$ cat config.mk
export PLATFORM = sky130hd
export DESIGN_NAME = url_percent_decoder
export DESIGN_NICKNAME = d
export VERILOG_FILES = /design/src/rtl/core/upd_pkg.sv /design/src/rtl/core/upd_step.sv /design/src/rtl/core/upd_out_reg.sv /design/src/rtl/core/url_percent_decoder.sv
export SDC_FILE = /design/constraint.sdc
export NUM_CORES = 1
export LEC_CHECK = 0
export ABC_CLOCK_PERIOD_IN_PS = 4900
export BUFFER_PORTS_ARGS = -buffer_cell sky130_fd_sc_hd__buf_4
export CAP_MARGIN = 20
export CORE_ASPECT_RATIO = 1.2
export CORE_UTILIZATION = 53
export CTS_BUF_LIST = sky130_fd_sc_hd__clkbuf_8
export DETAILED_ROUTE_END_ITERATION = 8
export HOLD_SLACK_MARGIN = 0.1
export PLACE_DENSITY = 0.77
export SYNTH_ARGS = -nofsm -noshare
export SYNTH_HDL_FRONTEND = slang
export SYNTH_SLANG_ARGS = --single-unit
$ cat constraint.sdc
create_clock -name clk -period 4.9 [get_ports clk]
set_input_delay 1.47 -clock clk [delete_from_list [all_inputs] [get_ports clk]]
set_output_delay 1.47 -clock clk [all_outputs]
set_load 0.005 [all_outputs]
$ cat src/rtl/core/upd_pkg.sv
`timescale 1ns / 1ps
// upd_pkg: types, character codes and the hex digit helper for the URL percent decoder.
// Standalone; used by upd_step, upd_out_reg and url_percent_decoder.
package upd_pkg;

  localparam logic [7:0] CH_PERCENT = 8'h25;
  localparam logic [7:0] CH_PLUS    = 8'h2B;
  localparam logic [7:0] CH_SPACE   = 8'h20;
  localparam logic [7:0] CH_ZERO    = 8'h30;
  localparam logic [7:0] CH_NINE    = 8'h39;
  localparam logic [7:0] CH_UPPER_A = 8'h41;
  localparam logic [7:0] CH_UPPER_Z = 8'h5A;
  localparam logic [7:0] CH_LOWER_A = 8'h61;
  localparam logic [7:0] CASE_GAP   = 8'h20;
  localparam logic [7:0] HEX_TEN    = 8'd10;

  typedef enum logic [1:0] {
    PH_PLAIN   = 2'd0,
    PH_PERCENT = 2'd1,
    PH_HELD    = 2'd2
  } upd_phase_t;

  typedef struct packed {
    logic [7:0] data;
    logic       byte_valid;
    logic       last;
  } upd_result_t;

  typedef struct packed {
    logic        emit;
    upd_result_t result;
    upd_phase_t  phase_nxt;
    logic [7:0]  held_nxt;
  } upd_step_t;

  // Hex value of one character, wrapping mod 256 for non-hex input.
  function automatic logic [7:0] hex_value(input logic [7:0] c);
    logic [7:0] lc;
    lc = c;
    if (c inside {[CH_ZERO:CH_NINE]}) begin
      return c - CH_ZERO;
    end
    if (c inside {[CH_UPPER_A:CH_UPPER_Z]}) begin
      lc = c + CASE_GAP;
    end
    return lc - CH_LOWER_A + HEX_TEN;
  endfunction

endpackage

$ cat src/rtl/core/upd_step.sv
`timescale 1ns / 1ps
// upd_step: combinational decode of one byte against the current escape state.
// Depends on upd_pkg.
module upd_step (
  input  upd_pkg::upd_phase_t phase,
  input  logic [7:0]          held,
  input  logic [7:0]          in_data,
  input  logic                in_last,
  output upd_pkg::upd_step_t  step
);
  import upd_pkg::*;

  logic        plain_emit;
  upd_result_t plain_res;
  upd_phase_t  plain_phase;
  logic [7:0]  hex_hi;
  logic [7:0]  hex_lo;

  // Plain-text handling, also used for the final byte after a '%'
  always_comb begin
    plain_res   = '{data: 8'd0, byte_valid: 1'b0, last: in_last};
    plain_emit  = 1'b1;
    plain_phase = PH_PLAIN;
    if (in_data == CH_PERCENT) begin
      if (in_last) begin
        plain_res.last = 1'b1;
      end else begin
        plain_emit  = 1'b0;
        plain_phase = PH_PERCENT;
      end
    end else if (in_data == CH_PLUS) begin
      plain_res.data       = CH_SPACE;
      plain_res.byte_valid = 1'b1;
    end else begin
      plain_res.data       = in_data;
      plain_res.byte_valid = 1'b1;
    end
  end

  assign hex_hi = hex_value(held);
  assign hex_lo = hex_value(in_data);

  always_comb begin
    step.emit      = plain_emit;
    step.result    = plain_res;
    step.phase_nxt = plain_phase;
    step.held_nxt  = held;
    case (phase)
      PH_PERCENT: begin
        step.held_nxt = in_data;
        if (!in_last) begin
          step.emit      = 1'b0;
          step.phase_nxt = PH_HELD;
        end
      end
      PH_HELD: begin
        // low value ORed in unmasked
        step.emit      = 1'b1;
        step.result    = '{data: {hex_hi[3:0], 4'b0000} | hex_lo,
                           byte_valid: 1'b1, last: in_last};
        step.phase_nxt = PH_PLAIN;
      end
      default: begin
      end
    endcase
  end

endmodule

$ cat src/rtl/core/upd_out_reg.sv
`timescale 1ns / 1ps
// upd_out_reg: result register with valid/ready hand-off to the output channel.
// Depends on upd_pkg.
module upd_out_reg (
  input  logic                clk,
  input  logic                rst_n,
  input  logic                load,
  input  upd_pkg::upd_result_t load_data,
  output logic                can_load,
  output logic                out_valid,
  input  logic                out_ready,
  output upd_pkg::upd_result_t out_data
);
  import upd_pkg::*;

  logic        valid_r;
  logic        valid_nxt;
  upd_result_t data_r;

  // free when empty or draining this cycle
  assign can_load  = !valid_r || out_ready;
  assign valid_nxt = load || (valid_r && !out_ready);

  always_ff @(posedge clk) begin
    if (!rst_n) begin
      valid_r <= 1'b0;
    end else begin
      valid_r <= valid_nxt;
    end
  end

  always_ff @(posedge clk) begin
    if (load) begin
      data_r <= load_data;
    end
  end

  assign out_valid = valid_r;
  assign out_data  = data_r;

endmodule

$ cat src/rtl/core/url_percent_decoder.sv
`timescale 1ns / 1ps
// url_percent_decoder: URL percent decoder, one encoded word in, at most one decoded word out.
// Path: a result passes from the input register through the decode step into the result register.
// Throughput: one word per cycle sustained while out_ready holds; set by the single decode step between
// the input register and the result register.
// Reset (rst_n, synchronous, active low) empties both registers and returns to plain text.
module url_percent_decoder (
  input  logic       clk,
  input  logic       rst_n,
  input  logic       in_valid,
  output logic       in_ready,
  input  logic [7:0] in_byte,
  input  logic       in_last,
  output logic       out_valid,
  input  logic       out_ready,
  output logic [7:0] out_byte,
  output logic       out_byte_valid,
  output logic       out_last
);
  import upd_pkg::*;

  // Input register
  logic       in_valid_r;
  logic [7:0] in_byte_r;
  logic       in_last_r;

  // Escape state: phase and the first character after a '%'
  upd_phase_t phase_r;
  logic [7:0] held_r;

  upd_step_t   step;
  upd_result_t res;
  logic        can_load;
  logic        advance;
  logic        load;

  upd_step u_step (
    .phase   (phase_r),
    .held    (held_r),
    .in_data (in_byte_r),
    .in_last (in_last_r),
    .step    (step)
  );

  // A held word advances when it emits nothing, or when the result register
  // can take its result. Escape state moves only on advance.
  assign advance  = in_valid_r && (!step.emit || can_load);
  assign load     = advance && step.emit;
  assign in_ready = !in_valid_r || advance;

  always_ff @(posedge clk) begin
    if (!rst_n) begin
      in_valid_r <= 1'b0;
      phase_r    <= PH_PLAIN;
      held_r     <= 8'd0;
    end else begin
      if (in_ready) begin
        in_valid_r <= in_valid;
      end
      if (advance) begin
        phase_r <= step.phase_nxt;
        held_r  <= step.held_nxt;
      end
    end
  end

  // Payload: hold while stalled
  always_ff @(posedge clk) begin
    if (in_ready && in_valid) begin
      in_byte_r <= in_byte;
      in_last_r <= in_last;
    end
  end

  upd_out_reg u_out (
    .clk       (clk),
    .rst_n     (rst_n),
    .load      (load),
    .load_data (step.result),
    .can_load  (can_load),
    .out_valid (out_valid),
    .out_ready (out_ready),
    .out_data  (res)
  );

  assign out_byte       = res.data;
  assign out_byte_valid = res.byte_valid;
  assign out_last       = res.last;

endmodule
---- Yosys cells after proc, flatten, opt, wreduce, memory -nomap -nowiden ----
Cells that the tools add are included.
storage, ports and cells
  latch bits .............................. 0
  register bits ........................... 31
  input port bits ......................... 13
  RAM bits ................................ 0
  memories ................................ 0
  ROM bits ................................ 0
  word-level logic and storage cells ...... 69
operators by class
  add/sub/neg operators ................... 8
  divide/modulo/power cells ............... 0
  equal/unequal tests ..................... 4
  $lt $le $gt $ge ......................... 8
  muxes and demuxes ....................... 22
  bitwise logic cells ..................... 1
  shifts and indexed selects .............. 0
  reductions and logical operators ........ 17
  $mul .................................... 0
operator list
  kind                                                                              count
  8-bit 2-to-1 mux                                                                  4
  9-bit 2-to-1 mux                                                                  2
  8-bit by 6-bit equality test with 1-bit output, second input constant             2
  8-bit by 6-bit >= comparator with 1-bit output, second input constant             2
  8-bit by 7-bit >= comparator with 1-bit output, second input constant             2
  8-bit by 6-bit less-or-equal comparator with 1-bit output, second input constant  2
  8-bit by 7-bit less-or-equal comparator with 1-bit output, second input constant  2
  4-bit 2-to-1 mux                                                                  4
  10-bit 2-to-1 mux                                                                 1
  8-bit by 4-bit adder with 8-bit output, second input constant                     1
  8-bit by 6-bit adder with 8-bit output, second input constant                     1
  1-bit logical AND                                                                 8
  1-bit 2-to-1 mux                                                                  8
  8-bit OR                                                                          1
  4-bit by 1-bit subtractor with 4-bit output, second input constant                2
  8-bit by 6-bit subtractor with 8-bit output, second input constant                1
  8-bit by 7-bit subtractor with 8-bit output, second input constant                1
  4-bit by 1-bit adder with 4-bit output, second input constant                     1
  4-bit adder, second input constant                                                1
  1-bit zero test                                                                   4
  1-bit logical OR                                                                  4
  2-bit case mux with 2 select lines                                                1
  2-bit by 1-bit equality test with 1-bit output, second input constant             1
  2-bit equality test, second input constant                                        1
  3 further kinds                                                                   3

---- Longest topological paths before layout ----
Gate-level depths: netlist (run 1).
  depth in word-level cells ............... 9
  mapped depth ............................ 9

---- Hierarchy ----
Synthesis (run 1) repeated with hierarchy kept, for this count alone.
unflattened totals
  cells, all modules ...................... 209
  area, all modules ....................... 2,080.7 µm²
by module, submodules not included
  module               cells an instance  instances  area each (µm²)
  upd_step             135                1          999.7
  url_percent_decoder  60                 1          732.0
  upd_out_reg          14                 1          349.1

---- Worst setup path before layout (run 1) ----
Ideal clock, no wire load.
  path type ............................... input to output
  from .................................... input port out_ready
  to ...................................... output port in_ready
  required time ........................... 3.430 ns
  setup slack ............................. 1.770 ns
  arrival time ............................ 1.660 ns
  stages on the path ...................... 1
  cells stage by stage .................... nand4b_1
between the ends
  longest elaborated chain between the ends .. 4
RTL lines
  element            RTL line                   RTL
  start, declared    url_percent_decoder.sv:15  input logic out_ready,
  1-bit logical OR   upd_out_reg.sv:21          assign can_load = !valid_r || out_ready;
  1-bit logical OR   url_percent_decoder.sv:47  assign advance = in_valid_r && (!step.emit || can_load);
  1-bit logical AND  url_percent_decoder.sv:47
  1-bit logical OR   url_percent_decoder.sv:49  assign in_ready = !in_valid_r || advance;
  end, declared      url_percent_decoder.sv:11  output logic in_ready,
Every way passes these cells.

---- Worst setup path in the final report (run 1) ----
  from .................................... register in_byte_r[1]
  to ...................................... output port in_ready
between the ends
  longest elaborated chain between the ends .. 8
RTL lines
  element                                             RTL line                   RTL
  start, declared                                     url_percent_decoder.sv:24  logic [7:0] in_byte_r;
  start signal, assigned                              url_percent_decoder.sv:70  in_byte_r <= in_byte;
  8-bit by 6-bit equality test with 1-bit output (*)  upd_step.sv:24             if (in_data == CH_PERCENT) begin
  1-bit 2-to-1 mux (*)                                upd_step.sv:24
  1-bit 2-to-1 mux                                    upd_step.sv:51             if (!in_last) begin
  1-bit case mux with 2 select lines (*)              upd_step.sv:48             case (phase)
  1-bit zero test (*)                                 url_percent_decoder.sv:47
  1-bit logical OR (*)                                url_percent_decoder.sv:47
  1-bit logical AND (*)                               url_percent_decoder.sv:47
  1-bit logical OR (*)                                url_percent_decoder.sv:49
Every way passes the cells marked *; elsewhere a longest branch is shown, timed or not.

==> key figures, run 1 <==
Timing
  • Final Slew Violations: 0
  • Unrepaired setup endpoints after global routing: no
  • Final setup fails: 0
  • Final hold vios: 0
  • Final critical-path required period: 3838 ps
  • Worst-Margin Slew: 659.0 ps
  • FMAX: ~260 MHz
  • Max transition margin: 56.07%
  • Final Cycle Share: 78.32%
  • Final Skew: 7.558 ps
  • Setup TNS: 0 ps

Critical path
  • Crit path kind: register to primary output
  • Critical Path Slowest Stage Cell: edfxtp_1
  • Biggest cell delay along the critical path: 520 ps
  • CP max FO: 7
  • Crit end category: primary output
  • Data required, critical path: approximately 3400 ps
  • Cell count of the worst reg-to-reg path: 7
  • CP startpoint kind: register
  • Critical Path, Cell by Cell: inv_1, ha_1, nor2b_1, nand4_1, a21oi_2, nor2_1, nand4b_1, buf_4
  • Critical path arrival: ~2400 ps

Die
  • Std cell rows: 24
  • Core area: around 3700 um2
  • Die area: 4164 um2
  • # IOs: 25
  • Die Y: 70.49 um
  • Die X: 59.08 um
  • Initial Utilization: a little under three fifths

Synth
  • Post-synth top area cell: edfxtp_1
  • Post-Syn Area: 2072 um2
  • Top cell type's share of synthesized area: 27.54%
  • Async S/R FF share, synth: 0%
  • Sequential fraction of the synthesis area: 39.13%
  • Largest family of logic cells by synthesized area: compound AO/OA/AOI/OAI gates
  • Syn Nets: 229
  • Cells after synthesis: between 150 and 200
  • Post-synthesis cell type count: 57
  • Top FF cell, synth: edfxtp_1
  • Post-synthesis xor/xnor area fraction: 0.4227%
  • Post-Synth Adder-Cell Area: 10.27%
  • Synthesis-stage register bit count: 31
  • Syn Area/Cell: 10.41 um2
  • Post-synth EDFFs: 19
  • Synth Area in Compound Gates: between 20% and 30%
  • Synthesis Warnings: 0
  • Synth top area cells: edfxtp_1 (28%), dfxtp_1 (12%), ha_1 (10%)
  • Mux cell area share after synthesis: 5.857%
  • Simple-gate share of the synthesized area: 17.75%

Finish
  • Sequential Area: 810.8 um2
  • P&R area growth vs syn: 13.16%
  • Core Util, Final: 63.48%
  • Layout cells sized above 1: about a fifth
  • Filler cell count: 301
  • Multi-input logic area: approximately 1200 um2
  • Post-Layout Cell Count: 274
  • Diode count: 0
  • Final nets: around 250

Routing
  • DR pass1 iterations: 4
  • Vias/cell: between 6 and 7
  • Post-Route WL: roughly 4600 um
  • Iteration-0 DRC Markers: 60
  • Via count: 1679
  • Avg WL per Cell: between 15 and 20 um
  • Antenna-violating nets left: 0
  • Residual DRC: 0

CTS
  • Max H-tree Level: 2
  • Number of CTS-inserted buffers: 5
  • Latest clock arrival within the worst-skew pair: 290 ps
  • CTS Hold Bufs: 0
  • CTS Sinks: 31
  • Root buf cell: clkbuf_8
  • Post-CTS setup buffer count: 0
  • PostCTS Resize Cnt: 0
  • Clock tree buffer depth: 2
  • TritonCTS clock tree: done
  • Clock slew at reported path FFs: 70 ps

Global route
  • First-pass GRT wire length: 7576 um
  • Initial antenna violation count: 0
  • All-Layer GR Usage: 24.60%
  • Largest net degree at the start of global routing: 18
  • Vias in the first global route: 1661
  • Grt ovf: 0

Run
  • Max-cap viol count: 0

Place
  • Gp weighted congestion: 0.9086
  • PortBufs: 24
  • Cell Count Post-Placement: 266
  • DP Wirelength: 3511 um

Min path
  • Min-Delay Path Depth: 2
  • Worst hold path class: register to register

Power and ir drop
  • Power, Total: 0.5607 mW
  • Worst IR drop on VDD: between 0.2 and 0.25 mV
  • PD cells: 239.1 nW/um2
  • P_leak: 0.9396 nW

Outcome
  • Status: finished, final reports clean
## power breakdown
part | internal [mW] | switching (mW) | leakage, nW | total [mW]
Clock | 0.0969 | 0.0942 | 0.0453 | 0.191
Combinational | 0.0320 | 0.0336 | 0.619 | 0.0656
Sequential | 0.288 | 0.0165 | 0.275 | 0.304
Total | 0.416 | 0.144 | 0.940 | 0.561
## sequential cells by signal, indices dropped and copies added, names as in the netlist
signal / flops
u_out.out_data: 10
u_out.out_valid: 1
phase_r: 2
in_valid_r: 1
held_r: 8
in_byte_r: 8
in_last_r: 1
## cell usage after synthesis, types with 5 or more instances
cell      number
nand2_1       12
dfxtp_1       12
clkbuf_1       5
a21oi_1        8
inv_1         13
o21ai_0       12
nor2b_1        7
nand3_1        6
ha_1          17
edfxtp_1      19
mux2i_1       11
and2_1         7
a31oi_1        6
nor2_1         6
## path summary, 6_finish.rpt
check	startpoint	end	slack (ps)
max	in_byte_r[1]$_DFFE_PP_	in_ready	1060
min	phase_r[1]$_SDFFE_PN0N_	phase_r[1]$_SDFFE_PN0N_	490
max reg2reg	in_byte_r[1]$_DFFE_PP_	u_out.out_data[9]$_DFFE_PP_	2130
min reg2reg	phase_r[1]$_SDFFE_PN0N_	phase_r[1]$_SDFFE_PN0N_	490
## layer usage
layer | share of wire [%] | vias to the layer above | track usage (%)
met5 | 0 | - | 0
li1 | - | 785 | -
met3 | 5.3 | 22 | 6.296
met1 | 39 | 793 | 26.37
met2 | 51 | 79 | 41.79
met4 | 4.8 | 0 | 15.34
## stage by stage
step	hold slack (ps)	worst slack (ps)	cell area [um2]
floorplan	451.5	1770	2072
global placement	466.1	1508	2260
detailed placement	490.0	1413	2260
CTS	499.1	1071	2345
global route	517.7	908.7	2345
finish	491.2	1062	2345
## critical path: cells and delay by family (launching register included)
| kind | cells | cell delay [ps] |
|---|---|---|
| AOI/OAI and AO/OA | 1 | 260 |
| adders and majority gates | 1 | 250 |
| buffers and inverters | 2 | 290 |
| and+or+nand+nor | 4 | 760 |
| DFF | 1 | 520 |
## layout by cell type (no fill, tap or decap), drive strengths merged, types with 3 or more instances in the layout
cell and instances:
a21oi 9, a31oi 6, and2 7, buf 24
clkbuf 5, dfxtp 12, edfxtp 19, ha 17
inv 15, mux2i 11, nand2 12, nand3 8
nand4 3, nor2 7, nor2b 7, o21a 3
o21ai 12, o32ai 3
## cell families after synthesis
family	after synthesis
buffers and inverters	23
AOI/OAI and AO/OA	57
xor gates and xnor gates	1
DFF	31
and+or+nand+nor	58
muxes	12
adders and majority gates	17
## cell type report
cell class,instances,share of cell area (%)
sequential,31,34.58
clock inverter,3,0.6937
clock buffer,5,2.935
multi-input combinational,145,49.09
tap,52,2.775
timing repair buffer,24,7.684
inverter,14,2.241
Note: power is estimated with default switching activity, not from simulation.
==> run 2, diff against run 1 <==
Settings changed: ABC_AREA set to 1, ABC_CLOCK_PERIOD_IN_PS 4900 to 3200, PLACE_DENSITY 0.77 to 0.8.
Clock period 4.9 ns to 3.2 ns, I/O delays scaled along.
==> key figures, run 2 <==
Timing
  • Final hold vios: 0 (unchanged)
  • FMAX: between 300 and 400 MHz
  • Max transition margin: 70.94% (was 56.07%)
  • Setup TNS: 0 ps (unchanged)
  • Unrepaired setup endpoints after global routing: no (unchanged)
  • Worst-Margin Slew: 436.0 ps (was 659.0 ps)
  • Final Slew Violations: 0 (unchanged)
  • Final setup fails: 0 (unchanged)
  • Final critical-path required period: about 2900 ps
  • Final Cycle Share: between 90% and 100%
  • Final Skew: 6.808 ps (was 7.558 ps)

Critical path
  • Crit path kind: register to primary output (unchanged)
  • CP max FO: 6 (was 7)
  • Critical path arrival: 1980 ps (was 2370 ps)
  • Data required, critical path: 2240 ps (was 3430 ps)
  • Crit end category: primary output (unchanged)
  • CP startpoint kind: register (unchanged)

Die
  • Core area: 3396 um2 (was 3694 um2)
  • Die X: 57.08 um (was 59.08 um)
  • # IOs: 25 (unchanged)
  • Initial Utilization: 56.82% (was 56.10%)
  • Die Y: 68.09 um (was 70.49 um)
  • Die area: 3886 um2 (was 4164 um2)
  • Std cell rows: 23 (was 24)

Place
  • DP Wirelength: 2949 um (was 3511 um)
  • Gp weighted congestion: 0.9624 (was 0.9086)
  • PortBufs: 24 (unchanged)

Finish
  • P&R area growth vs syn: 15.30% (was 13.16%)
  • Diode count: 0 (unchanged)
  • Most frequent cells in the layout: nand2_1 (53), inv_1 (33), nor2_1 (30) (was buf_4 (24), edfxtp_1 (19), ha_1 (17))
  • Max FFs per register: 10 (unchanged)
  • Most common cell after layout, fill and taps aside: nand2_1 (was buf_4)
  • Final nets: 297 (was 251)
  • Layout cells sized above 1: 16.42% (was 19.37%)

Power and ir drop
  • Clock power share: 36.5% (was 34.1%)
  • Sequential group share of total power: 52.6% (was 54.2%)
  • Switching share of power: 24.69% (was 25.74%)
  • Power, Total: 0.8667 mW (was 0.5607 mW)
  • Int Pwr: 0.6528 mW (was 0.4164 mW)
  • Combinational power share: 10.9% (was 11.7%)
  • Worst IR drop on VDD: 0.3274 mV (was 0.2040 mV)
  • P_leak: 1.054 nW (was 0.9396 nW)
  • PD cells: 389.6 nW/um2 (was 239.1 nW/um2)
  • Switch Pwr: 0.2140 mW (was 0.1443 mW)

Routing
  • Residual DRC: 12 (was 0)
  • Via count: 1611 (was 1679)
  • Vias/cell: 5.282 (was 6.128)
  • Iteration-0 DRC Markers: 77 (was 60)
  • DR pass1 iterations: 6 (was 4)
  • Avg WL per Cell: 12.58 um (was 16.77 um)
  • Post-Route WL: 3837 um (was 4595 um)
  • Antenna-violating nets left: 0 (unchanged)

CTS
  • TritonCTS clock tree: done (unchanged)
  • CTS Hold Bufs: 0 (unchanged)
  • Max H-tree Level: 2 (unchanged)
  • CTS Sinks: 31 (unchanged)
  • Latest clock arrival within the worst-skew pair: 280 ps (was 290 ps)
  • Clock slew at reported path FFs: 70 ps (about the same)
  • Clock tree buffer depth: 2 (unchanged)
  • Number of CTS-inserted buffers: 5 (unchanged)
  • Root buf cell: clkbuf_8 (unchanged)
  • PostCTS Resize Cnt: 0 (unchanged)
  • Post-CTS setup buffer count: 0 (unchanged)

Global route
  • Largest net degree at the start of global routing: 17 (was 18)
  • Grt ovf: 0 (unchanged)
  • First-pass GRT wire length: 6444 um (was 7576 um)
  • Vias in the first global route: 1430 (was 1661)
  • Initial antenna violation count: 0 (unchanged)
  • All-Layer GR Usage: 22.59% (was 24.60%)

Synth
  • Sequential fraction of the synthesis area: 42.02% (was 39.13%)
  • Top cell type's share of synthesized area: 29.57% (was 27.54%)
  • Syn Nets: 270 (was 229)
  • Most frequent cells after synthesis: nand2_1 (53), inv_1 (33), nor2_1 (30), edfxtp_1 (19), nand3_1 (19) (was edfxtp_1 (19), ha_1 (17), inv_1 (13))
  • Cells after synthesis: 240 (was 199)
  • Top FF cell, synth: edfxtp_1 (unchanged)
  • Post-synthesis cell type count: 28 (was 57)
  • Synth top area cells: edfxtp_1 (30%), dfxtp_1 (12%), ha_1 (11%) (was edfxtp_1 (28%), dfxtp_1 (12%), ha_1 (10%))
  • Synthesis Warnings: 0 (unchanged)
  • Post-synth top area cell: edfxtp_1 (unchanged)
  • Post-Syn Area: 1929 um2 (was 2072 um2)
  • Syn Area/Cell: 8.039 um2 (was 10.41 um2)
  • Synthesis-stage register bit count: 31 (unchanged)
  • Async S/R FF share, synth: 0% (unchanged)
  • Most frequent cell after synthesis: nand2_1 (was edfxtp_1)
  • Post-synth EDFFs: 19 (unchanged)

Min path
  • Worst hold path class: register to register (unchanged)

Outcome
  • Failing checks: DRC
  • Status: finished with violations (was finished, final reports clean)

Run
  • Max-cap viol count: 0 (unchanged)
[run 2: cell types whose count changed after synthesis, moves of 7 or more]
cell	delta
nor2b_1	-7
inv_1	+20
nand2_1	+41
nand3_1	+13
mux2i_1	-11
nor2_1	+24
[run 2: final timing paths]
check	cells after the start	slack, ps	startpoint	end
worst min-delay path	2	500	phase_r[0]$_SDFFE_PN0N_	phase_r[0]$_SDFFE_PN0N_
worst max-delay path	8	260	in_byte_r[1]$_DFFE_PP_	in_ready
worst min register to register	2	500	phase_r[0]$_SDFFE_PN0N_	phase_r[0]$_SDFFE_PN0N_
worst max register to register	10	930	in_byte_r[1]$_DFFE_PP_	u_out.out_data[7]$_DFFE_PP_
[run 2: worst max-delay path, cell delays in order, from the launching register on]
cell and delay [ps]:
edfxtp_1 470, inv_1 140, ha_1 180, inv_1 80, nor4_4 310, nand3_2 120
and2_1 170, nand4_1 110, buf_4 130
[run 2: logic make-up after synthesis]
logic type / Yosys count / share of synthesized area [%]
compound gates: 27 / 7.523
fa+ha+maj: 17 / 11.02
xor+xnor: 4 / 1.816
flops: 31 / 42.02
simple gates: 120 / 28.60
buf+inv: 41 / 9.014
[run 2: through the flow]
stage	util, %	setup WS [ps]	instance area, um2	hold slack [ps]	std cells
after floorplan	-	726.9	1929	457.3	240
after global placement	62.31	555.0	2116	475.5	295
after detailed placement	62.31	505.1	2116	484.6	295
after CTS	65.07	185.1	2210	495.5	303
after global routing	65.51	96.05	2225	541.1	305
final	65.51	258.6	2225	502.0	305
[run 2: routing by layer]
layer,GRT usage (%),share of wire [%]
met1,27.23,44
met2,39.26,50
met3,6.238,5.1
met4,7.317,0.86
met5,0,0
[run 2: layout make-up]
type,instances,area (um2)
well taps,37,46.29
clock buffers,6,82.58
flip-flops and latches,31,810.8
repair buffers,26,195.2
fillers,312,1171
multi-input cells,168,944.7
inverters,35,133.9
clock inverters,2,11.26
[run 2: power by group through the flow]
stage	sequential, mW	clock [mW]	combinational [mW]
6_report	0.456	0.316	0.0947
4_1_cts	0.457	0.320	0.0923
3_5_place_dp	0.465	0	0.0916
5_1_grt	0.457	0.339	0.108
3_3_place_gp	0.464	0	0.0912
2_1_floorplan	0.460	0	0.0618
